--- src/sv/pserl_pkg.sv ---
// ----------------------------------------------------------------------------
// pserl_pkg: shared types and constants of the per-source error rate limiter
// Payload structs, the token that travels along the slot chain, register
// indexes, action codes and the register defaults.
// ----------------------------------------------------------------------------
package pserl_pkg;

    localparam int SOURCE_SLOTS = 16;
    localparam int SLOT_W       = $clog2(SOURCE_SLOTS + 1);   // width of the slot_index field
    localparam int CFG_IDX_W    = 2;
    localparam int CFG_DATA_W   = 32;

    // register indexes
    localparam logic [CFG_IDX_W-1:0] REG_FULL_LIMIT     = 2'd0;
    localparam logic [CFG_IDX_W-1:0] REG_MIN_GAP_MS     = 2'd1;
    localparam logic [CFG_IDX_W-1:0] REG_SUMMARY_PERIOD = 2'd2;
    localparam logic [CFG_IDX_W-1:0] REG_MUTED          = 2'd3;

    // register defaults, also stored on a write of zero
    localparam logic [15:0] DEF_FULL_LIMIT = 16'd5;
    localparam logic [31:0] DEF_MIN_GAP    = 32'd1000;
    localparam logic [31:0] DEF_SUMMARY    = 32'd30000;

    // action codes
    localparam logic [2:0] ACT_FULL    = 3'd0;
    localparam logic [2:0] ACT_NOTICE  = 3'd1;
    localparam logic [2:0] ACT_SUMMARY = 3'd2;
    localparam logic [2:0] ACT_SILENT  = 3'd3;
    localparam logic [2:0] ACT_MUTED   = 3'd4;

    typedef struct packed {
        logic [31:0] source_key;
        logic [31:0] now_ms;
    } in_t;

    typedef struct packed {
        logic [2:0]        action;
        logic [SLOT_W-1:0] slot_index;
        logic [31:0]       suppressed_count;
        logic [31:0]       elapsed_ms;
    } out_t;

    typedef struct packed {
        logic [15:0] full_limit;
        logic [31:0] full_gap;
        logic [31:0] summary_period_ms;
    } cfg_t;

    // event token handed from cell to cell
    typedef struct packed {
        logic        busy;   // an event occupies this hop
        logic        done;   // a slot already took the event
        logic [31:0] key;
        logic [31:0] now;
        out_t        res;
    } token_t;

endpackage

--- src/sv/pserl_cell.sv ---
// ----------------------------------------------------------------------------
// pserl_cell: one source slot of the limiter chain
// Holds one slot's key and counters. Takes the passing event on a key match,
// on a free slot, or unconditionally when it is the overflow cell.
// ----------------------------------------------------------------------------
module pserl_cell (
    input  logic                          clk,
    input  logic                          rst_n,
    input  pserl_pkg::cfg_t               cfg,
    input  logic [pserl_pkg::SLOT_W-1:0]  slot_id,
    input  logic                          last,
    input  pserl_pkg::token_t             tok_in,
    output pserl_pkg::token_t             tok_out
);

    logic        valid_reg,  valid_next;
    logic [31:0] key_reg,    key_next;
    logic [15:0] fc_reg,     fc_next;
    logic [31:0] supp_reg,   supp_next;
    logic [31:0] lf_reg,     lf_next;
    logic [31:0] ls_reg,     ls_next;
    logic        notice_reg, notice_next;
    pserl_pkg::token_t tok_reg, tok_next;

    logic        take;
    logic [15:0] cur_fc;
    logic [31:0] cur_supp, cur_lf, cur_ls, supp_inc, el_full, el_sum;
    logic        cur_notice, allow_full;

    assign take = tok_in.busy && !tok_in.done &&
                  (!valid_reg || last || (key_reg == tok_in.key));

    // a slot being claimed starts from cleared counters
    assign cur_fc     = valid_reg ? fc_reg     : 16'd0;
    assign cur_supp   = valid_reg ? supp_reg   : 32'd0;
    assign cur_lf     = valid_reg ? lf_reg     : 32'd0;
    assign cur_ls     = valid_reg ? ls_reg     : 32'd0;
    assign cur_notice = valid_reg ? notice_reg : 1'b0;

    assign el_full  = tok_in.now - cur_lf;
    assign el_sum   = tok_in.now - cur_ls;
    assign supp_inc = cur_supp + 32'd1;
    assign allow_full = (cur_fc < cfg.full_limit) &&
                        ((cur_fc == 16'd0) || (el_full >= cfg.full_gap));

    always_comb
    begin
        valid_next  = valid_reg;
        key_next    = key_reg;
        fc_next     = fc_reg;
        supp_next   = supp_reg;
        lf_next     = lf_reg;
        ls_next     = ls_reg;
        notice_next = notice_reg;
        tok_next    = tok_in;
        if (take)
        begin
            valid_next  = 1'b1;
            key_next    = tok_in.key;
            fc_next     = cur_fc;
            supp_next   = cur_supp;
            lf_next     = cur_lf;
            ls_next     = cur_ls;
            notice_next = cur_notice;
            tok_next.done           = 1'b1;
            tok_next.res.slot_index = slot_id;
            tok_next.res.suppressed_count = 32'd0;
            tok_next.res.elapsed_ms       = 32'd0;
            if (allow_full)
            begin
                fc_next = (cur_fc == 16'hFFFF) ? cur_fc : cur_fc + 16'd1;
                lf_next = tok_in.now;
                tok_next.res.action = pserl_pkg::ACT_FULL;
            end
            else if (!cur_notice)
            begin
                supp_next   = supp_inc;
                notice_next = 1'b1;
                ls_next     = tok_in.now;
                tok_next.res.action = pserl_pkg::ACT_NOTICE;
            end
            else if ((el_sum >= cfg.summary_period_ms) && (supp_inc != 32'd0))
            begin
                supp_next = 32'd0;
                ls_next   = tok_in.now;
                tok_next.res.action           = pserl_pkg::ACT_SUMMARY;
                tok_next.res.suppressed_count = supp_inc;
                tok_next.res.elapsed_ms       = el_sum;
            end
            else
            begin
                supp_next = supp_inc;
                tok_next.res.action = pserl_pkg::ACT_SILENT;
            end
        end
    end

    always_ff @(posedge clk or negedge rst_n)
    begin
        if (!rst_n)
        begin
            valid_reg   <= 1'b0;
            key_reg     <= '0;
            fc_reg      <= '0;
            supp_reg    <= '0;
            lf_reg      <= '0;
            ls_reg      <= '0;
            notice_reg  <= 1'b0;
            tok_reg     <= '0;
        end
        else
        begin
            valid_reg   <= valid_next;
            key_reg     <= key_next;
            fc_reg      <= fc_next;
            supp_reg    <= supp_next;
            lf_reg      <= lf_next;
            ls_reg      <= ls_next;
            notice_reg  <= notice_next;
            tok_reg     <= tok_next;
        end
    end

    assign tok_out = tok_reg;

endmodule

--- config.mk ---
export PLATFORM = sky130hd
export DESIGN_NAME = pserl_cell
export DESIGN_NICKNAME = d
export VERILOG_FILES = /design/src/sv/pserl_pkg.sv /design/src/sv/pserl_cell.sv
export SDC_FILE = /design/constraint.sdc
export NUM_CORES = 1
export LEC_CHECK = 0
export ABC_AREA = 1
export BUFFER_PORTS_ARGS = -buffer_cell sky130_fd_sc_hd__buf_2
export CAP_MARGIN = 20
export CORE_UTILIZATION = 58
export CTS_BUF_LIST = sky130_fd_sc_hd__clkbuf_8
export CTS_CLUSTER_DIAMETER = 120
export DETAILED_ROUTE_END_ITERATION = 10
export GPL_TIMING_DRIVEN = 0
export PLACE_DENSITY = 0.83
export SYNTH_ARGS = -nofsm -noshare
export SYNTH_HDL_FRONTEND = slang
export SYNTH_SLANG_ARGS = --single-unit
export TNS_END_PERCENT = 5
--- constraint.sdc ---
create_clock -name clk -period 5.7 [get_ports clk]
set_input_delay 0.855 -clock clk [delete_from_list [all_inputs] [get_ports clk]]
set_output_delay 0.855 -clock clk [all_outputs]
set_load 0.03 [all_outputs]
After elaboration in Yosys (flattened, before gate mapping)

Cells that the tools add are included.

Add/subtract/negate cells: 4
Multipliers: 0
Divide/modulo/power cells: 0
Magnitude comparators: 3
Equality and inequality tests: 2
Shift-type cells: 0
Muxes and demuxes: 23
Bitwise gates (word level): 0
Reductions and logical operators: 11

Operators by type and width:

| cell                                           | number |
|---|---|
| 2-to-1 mux 32 bit                              | 10 |
| 2-to-1 mux 64 bit                              | 3 |
| 2-to-1 mux 72 bit                              | 1 |
| >= comparator 32 bit                           | 2 |
| subtractor 32 bit                              | 2 |
| 2-to-1 mux 16 bit                              | 3 |
| adder 32 x 1 -> 32 bit (second input constant) | 1 |
| == test 32 bit                                 | 1 |
| nonzero test 32 bit                            | 1 |
| adder 16 x 1 -> 16 bit (second input constant) | 1 |
| == test 16 bit (second input constant)         | 1 |
| zero test 16 bit                               | 1 |
| < comparator 16 bit                            | 1 |
| logical AND 1 bit                              | 4 |
| 2-to-1 mux 1 bit                               | 4 |
| 2-to-1 mux 2 bit                               | 2 |
| logical OR 1 bit                               | 3 |
| zero test 1 bit                                | 2 |

Bits in registers: 284
Latch bits: 0
RAM bits: 0
Bits in read-only memories: 0
Input port bits: 226
Output and inout bits: 138
Word-level logic and storage cells: 58
Memories kept: 0

Logic depth before layout (Yosys ltp)

Gate-level depths: netlist (run 1).

Depth in word-level cells: 8
Mapped depth: 37
Gate-level depth less buffers: 30

Least setup slack after synthesis (run 1)

OpenSTA, ideal clock, no wires.

Kind: reg-to-reg
Start: register valid_reg
End: register ls_reg[28]
Setup time: 0.066 ns
Data arrival time: 5.122 ns
Required time: 5.634 ns
Path slack: 0.512 ns
Cell stages (with the launch flop): 38
Path buffers: 9
Cell sequence: dfrtp_1 -> buf_4 -> buf_4 -> buf_4 -> buf_4 -> clkbuf_1 -> clkbuf_1 -> nand2_1 -> inv_1 -> ha_1 -> inv_1 -> fa_1 -> nand3_1 -> nand2_1 -> a21oi_1 -> o21ai_0 -> a21boi_0 -> o21ai_0 -> [2 not listed] -> nand2_1 -> nand2_1 -> nand2_1 -> nand2_1 -> ha_1 -> nand2_1 -> nor2_1 -> nand2_1 -> nor4_1 -> nand3_1 -> nand4_1 -> nand2_1 -> buf_4 -> buf_6 -> buf_2 -> nand3_1 -> nand3_1 -> nand2_1

Word-level cells in the longest chain between the ends: 7
Elaborated cells on any way between the ends: 23
Classes of those cells: 3 x add/sub; 3 x order compare; 8 x mux; 9 x reduce/logical

RTL lines:

| item                                                               | line                               | RTL |
|---|---|---|
| start: declaration                                                 | pserl_cell.sv:16                   | `logic valid_reg, valid_next;` |
| start signal: assignment                                           | pserl_cell.sv:113                  | `valid_reg <= valid_next;` |
| 2-to-1 mux 32 bit, on equally long branches                        | pserl_cell.sv:37, pserl_cell.sv:35 |  |
| subtractor 32 bit / adder 32 x 1 -> 32 bit (equally long branches) | pserl_cell.sv:41, pserl_cell.sv:42 |  |
| >= comparator 32 bit / nonzero test 32 bit (equally long branches) | pserl_cell.sv:82                   | `else if ((el_sum >= cfg.summary_period_ms) && (supp_inc != 32'd0))` |
| logical AND 1 bit                                                  | pserl_cell.sv:82                   |  |
| 2-to-1 mux 32 bit                                                  | pserl_cell.sv:82                   |  |
| 2-to-1 mux 32 bit                                                  | pserl_cell.sv:75                   | `else if (!cur_notice)` |
| 2-to-1 mux 32 bit                                                  | pserl_cell.sv:69                   | `if (allow_full)` |
| end signal: assignment                                             | pserl_cell.sv:118                  | `ls_reg <= ls_next;` |
| end: declaration                                                   | pserl_cell.sv:21                   | `logic [31:0] ls_reg, ls_next;` |

Several ways; a longest one is shown, not always the timed one.
A chain may end at the register's enable or synchronous reset.

Worst setup path in the final report (run 1)

Start: register valid_reg
End: register fc_reg[1]

Word-level cells in the longest chain between the ends: 6
Elaborated cells on any way between the ends: 16
Classes of those cells: 2 x add/sub; 2 x order compare; 1 x eq/ne; 4 x mux; 7 x reduce/logical

RTL lines:

| item                   | line              | RTL |
|---|---|---|
| 2-to-1 mux 32 bit      | pserl_cell.sv:36  | `assign cur_lf = valid_reg ? lf_reg : 32'd0;` |
| subtractor 32 bit      | pserl_cell.sv:40  | `assign el_full = tok_in.now - cur_lf;` |
| >= comparator 32 bit   | pserl_cell.sv:44  | `((cur_fc == 16'd0) \|\| (el_full >= cfg.full_gap));` |
| logical OR 1 bit       | pserl_cell.sv:44  |  |
| logical AND 1 bit      | pserl_cell.sv:43  | `assign allow_full = (cur_fc < cfg.full_limit) &&` |
| 2-to-1 mux 16 bit      | pserl_cell.sv:69  |  |
| end signal: assignment | pserl_cell.sv:115 | `fc_reg <= fc_next;` |
| end: declaration       | pserl_cell.sv:18  | `logic [15:0] fc_reg, fc_next;` |

Several ways; a longest one is shown, not always the timed one.

==> impl_metrics.tcl, run 1 <==
set metrics [dict create \
    status "finished clean" \
    synth.top_cell.area_share 0.3780 \
    synth_nets 2934 \
    ys_ff_latch 284 \
    dp_cells 3328 \
    p_leak_nw 12.45 \
    setup_viol 0 \
    drt-total-wl_mm 61.24 \
    timing.final.crit_share 0.9600 \
    largest_register_ff_count 138 \
    die_height_um 182.0 \
    holdWs_ns 0.2102 \
    core-area_um2 31720 \
    synthTopCellsByCount "nand2_1, inv_1, dfrtp_1" \
    synthTopCellsByArea "dfrtp_1, nand2_1, ha_1, inv_1, nand3_1" \
    slew_violations 0 \
    end_kind "register" \
    track_usage 0.3700 \
    numCtsBuffers 49 \
    worst_pin_slew_ns 0.9215 \
    grt_pass1_vias 18480 \
    vias 19160 \
    fp.dieArea_um2 33140 \
    dp.final_hpwl_mm 47.84 \
    path_class "reg -> reg" \
    initial_core_util 0.5927 \
    async_flop_share 1.000 \
    ys_dominant_reg_cell "dfrtp_1" \
    final_cells 3422 \
    synth.avg_cell_area_um2 7.341 \
    setup.worst_path.start_class "register" \
    cts_buffer_depth 3 \
    ant_nets 0 \
    first_pass_iters 6 \
    wl_per_cell_um 17.90 \
    clk_latency_ns 0.64 \
    grt_max_degree 117 \
    p_per_area_nw_per_um2 512.1 \
    relSlewSlack 0.3856 \
    cts_tree "built" \
    cp_max_fo 19 \
    syn_area_um2 18800 \
    netlist_instances 2561 \
    chipWidth_um 182.0 \
    num_rows 65 \
    portBuffers 363 \
    root_buffer "clkbuf_8" \
    drc_errors 0 \
    hp-class "in -> async" \
    fmaxAchievable_mhz 182.7 \
    clock-sinks 284 \
    crit_top_cell "nand2_1" \
    finalHoldViolCount 0 \
    synth_largest_area_cell "dfrtp_1" \
    globalplace.congestion 0.9746 \
    area_delta_synth_final_pct 19.37 \
    synth_edf_count 0 \
    arrival_ns 6.04 \
    vias_per_cell 5.598 \
    yosysMostFrequentCell "nand2_1" \
    path_clk_slew_ns 0.06 \
    drv_cap 0 \
    ios 364 \
    fin_skew_ns 0.03411 \
    drive_gt1_frac 0.1838 \
    htree_levels 2 \
    period_needed_ns 5.472 \
    required_ns 6.27 \
    max_stage_delay_ns 0.40 \
    fin_nets 3361 \
    drtIter0Drc 1487 \
    ir_worst_vdd_mv 0.3973 \
    grt_pass1_wl_mm 96.19 \
    cp_slowest_cell "fa_1" \
    yosysSeqAreaShare 0.3780 \
    grt_overflow 0 \
    yosysWarnings 0 \
    antenna_found_initial 1 \
    ys_types 45 \
]
==> worst max-delay path: cells and delay by family, from the launching register on <==
| kind | cells | cell delay (ns) |
|---|---|---|
| and+or+nand+nor | 19 | 2.13 |
| buffers and inverters | 8 | 1.27 |
| adders and majority gates | 3 | 0.81 |
| AOI/OAI and AO/OA | 6 | 0.79 |
| DFF | 1 | 0.33 |
==> logic make-up (layout without fill, tap and decap cells) <==
family / Yosys count / in the layout / synth area share
AOI/OAI and AO/OA: 331 / 331 / 0.09916
xor gates and xnor gates: 95 / 95 / 0.04426
adders and majority gates: 147 / 147 / 0.09863
buffers and inverters: 402 / 860 / 0.08865
DFF: 284 / 284 / 0.3780
other: 0 / 1 / 0
and+or+nand+nor: 1302 / 1302 / 0.2913
==> what timing repair did <==
action                     4_1_cts  5_1_grt
setup buffers                    8        4
gates resized for setup         26       40
pin swaps                        7        6
hold buffers                     0        0
setup endpoints to repair      179      179
==> through the flow <==
stage                       util  area, um2  setup slack (ns)  power [mW]  setup TNS (ns)
final                     0.7076      22440            0.2280       11.49               0
after global routing      0.7076      22440          -0.01508       12.42        -0.02427
after CTS                 0.7031      22300          0.003531       11.28               0
after detailed placement  0.6679      21190            -1.726       9.251         -275.59
after global placement    0.6659      21120            -1.658       9.025         -626.72
after floorplan                -      18800            0.5120       7.448               0
==> cells in the final DEF, fill, tap and decap left out, types with 10 or more instances in the layout <==
cell / count
a21oi_1: 136
buf_2: 381
buf_4: 18
buf_6: 12
clkbuf_1: 27
clkbuf_8: 60
dfrtp_1: 284
ha_1: 145
inv_1: 330
nand2_1: 838
nand3_1: 187
nand4_1: 32
nor2_1: 156
nor3_1: 30
o211ai_1: 37
o21a_1: 10
o21ai_0: 100
or2_2: 13
xnor2_1: 32
xor2_1: 62
==> layer usage <==
metal	track usage	wire length, um
met4	0.1402	2218
met2	0.5951	27640
met1	0.5038	25860
met3	0.05716	5526
met5	0	0
==> where the power goes <==
| group | total, mW | switching (mW) | leakage, nW | internal, mW |
|---|---|---|---|---|
| Combinational | 6.78 | 4.42 | 8.46 | 2.37 |
| Sequential | 2.79 | 0.311 | 3.44 | 2.47 |
| Clock | 1.92 | 0.861 | 0.559 | 1.06 |
==> layout make-up <==
type	instances	area, um2
multi-input cells	1875	10120
plain buffers	82	528.0
clock inverters	23	176.4
inverters	318	1194
repair buffers	378	1996
well taps	402	503.0
diodes	1	2.502
flip-flops and latches	284	7107
clock buffers	59	812.0
fillers	2691	9275
==> path summary, 6_finish.rpt <==
kind	startpoint	end	cells after the start	slack, ns
setup / recovery	valid_reg	fc_reg[1]	36	0.23
hold / removal	rst_n	tok_out[67]	1	0.21
setup reg to reg	valid_reg	fc_reg[1]	36	0.23
hold reg to reg	ls_reg[1]	ls_reg[1]	2	0.48
max in group asynchronous	rst_n	tok_out[3]	2	4.49
min in group clk	tok_in[135]	tok_out[135]	1	0.36
Power figures use the tool's default switching activity.
==> inputs of run 2 (changes only) <==
Settings changed: CORE_ASPECT_RATIO set to 0.7, REMOVE_ABC_BUFFERS set to 1.
==> run 2 against run 1 <==
  * Non-clock buffer count down 62
  * Final area about the same
  * Via count down 1.8%
  * First-iteration DRC count up 16%
  * Critical path depth down 10
  * Sequential share of layout area about the same
  * Critical path type unchanged
  * Critical endpoint is now tok_out[6]
==> impl_metrics.tcl, run 2 (same netlist as run 1, synthesis figures left out) <==
set metrics [dict create \
    drive_gt1_frac 0.1795 \
    die_height_um 152.6 \
    layout_commonest_cell "nand2_1" \
    status "finished clean" \
    grt_overflow 0 \
    fin_util 0.7130 \
    p_leak_nw 12.39 \
    fin_area_um2 22450 \
    numCtsBuffers 46 \
    core-area_um2 31490 \
    r2r_slack_ns 0.12 \
    grt_pass1_wl_mm 91.54 \
    largest_register_ff_count 138 \
    final_cell_mix "nand2_1, buf_2, inv_1" \
    cts_tree "built" \
    drv_cap 0 \
    holdWs_ns 0.2908 \
    drt-total-wl_mm 57.52 \
    ios 364 \
    clkPwrFrac 0.164 \
    fmaxAchievable_mhz 179.2 \
    portBuffers 363 \
    path_delay_family "simple AND/OR/NAND/NOR gates" \
    num_rows 54 \
    path_buf_inv 7 \
    root_buffer "clkbuf_8" \
    cp_max_fo 37 \
    fin_ws_ns 0.1192 \
    grt_pass1_vias 18260 \
    r2r_cells 26 \
    worst_pin_slew_ns 0.9284 \
    required_ns 6.22 \
    area_delta_synth_final_pct 19.41 \
    place_area_um2 20990 \
    chipWidth_um 217.2 \
    final_cells 3385 \
    htree_levels 2 \
    r2r-end "tok_out[6]" \
    arrival_ns 6.11 \
    fp.dieArea_um2 33150 \
    vias 18820 \
    vias_per_cell 5.560 \
    globalplace.congestion 0.9106 \
    first_pass_iters 6 \
    max_stage_delay_ns 0.51 \
    p_per_area_nw_per_um2 519.8 \
    ir_worst_vdd_mv 0.4966 \
    cp_slowest_cell "dfrtp_4" \
    drc_errors 0 \
    fin_skew_ns 0.03054 \
    p_comb_frac 0.598 \
    period_needed_ns 5.581 \
    p_sw_frac 0.4949 \
    setup.worst_path.start_class "register" \
    slew_violations 0 \
    drtIter0Drc 1730 \
    setup_viol 0 \
    p_sw_mw 5.775 \
    relSlewSlack 0.3810 \
    wl_per_cell_um 16.99 \
    crit_top_cell "nand2_1" \
    hp-class "in -> async" \
    antenna_found_initial 3 \
    dp_cells 3271 \
    clk_latency_ns 0.63 \
    path_class "reg -> reg" \
    grt_max_degree 107 \
    dp.final_hpwl_mm 41.72 \
    seq_power_share 0.238 \
    ant_nets 0 \
    r2r-start "valid_reg" \
    end_kind "register" \
    path_clk_slew_ns 0.06 \
    finalHoldViolCount 0 \
    fin_nets 3299 \
    timing.final.crit_share 0.9791 \
    clock-sinks 284 \
    power.internal_mw 5.894 \
    initial_core_util 0.5971 \
    track_usage 0.3418 \
    cts_buffer_depth 3 \
    pre_cts_ws_ns -1.568 \
]
==> run 2: area by class of cell <==
cell class / instances / area (um2)
flip-flops and latches: 284 / 7111
clock buffers: 55 / 757.0
clock inverters: 31 / 229.0
fillers: 2584 / 9035
repair buffers: 398 / 2407
diodes: 1 / 2.502
inverters: 318 / 1196
multi-input cells: 1878 / 10220
well taps: 420 / 525.5
==> run 2: per-layer routing <==
metal / vias to the layer above / GRT usage / part of all wire
li1: 8988 / - / -
met1: 8875 / 0.4769 / 0.44
met2: 830 / 0.5386 / 0.45
met3: 126 / 0.06048 / 0.086
met4: 2 / 0.1117 / 0.028
met5: - / 0 / 0.00023
==> run 2: worst max path at each step <==
stage | start | endpoint | slack, ns | cells past startpoint
6_report | valid_reg | tok_out[6] | 0.12 | 26
3_5_place_dp | valid_reg | ls_reg[21] | -1.57 | 25
3_3_place_gp | valid_reg | tok_out[14] | -12.16 | 9
4_1_cts | valid_reg | supp_reg[0] | 0.01 | 23
5_1_grt | valid_reg | tok_out[14] | -0.02 | 26
2_1_floorplan | valid_reg | tok_out[10] | -4.60 | 9
==> run 2: power groups by stage <==
stage / registers (mW) / clock network, mW / logic, mW
after floorplan: 2.91 / 0 / 4.32
final: 2.78 / 1.91 / 6.98
after global routing: 2.83 / 2.02 / 7.72
after global placement: 2.76 / 0 / 5.52
after detailed placement: 2.80 / 0 / 6.32
after CTS: 2.77 / 1.94 / 6.54
==> run 2: worst reg2reg max path: cells and delay by family (launching register included) <==
kind / cells / cell delay [ns]
adder cells (fa/ha/maj): 2 / 0.65
AO/OA/AOI/OAI: 3 / 0.95
AND/OR/NAND/NOR: 14 / 2.28
buffers and inverters: 7 / 1.14
flip-flops: 1 / 0.51
==> run 2: stage by stage <==
step | power (mW) | setup TNS, ns
2_1_floorplan | 7.231 | -750.25
3_3_place_gp | 8.278 | -2647.29
3_5_place_dp | 9.124 | -236.39
4_1_cts | 11.25 | 0
5_1_grt | 12.57 | -0.07747
6_report | 11.67 | 0
==> run 2: repair_timing <==
item,in CTS,in global routing
buffers inserted,11,11
pin swaps,8,9
hold buffers,0,0
setup endpoints to repair,179,176
gates cloned,2,3
resized for setup,22,18
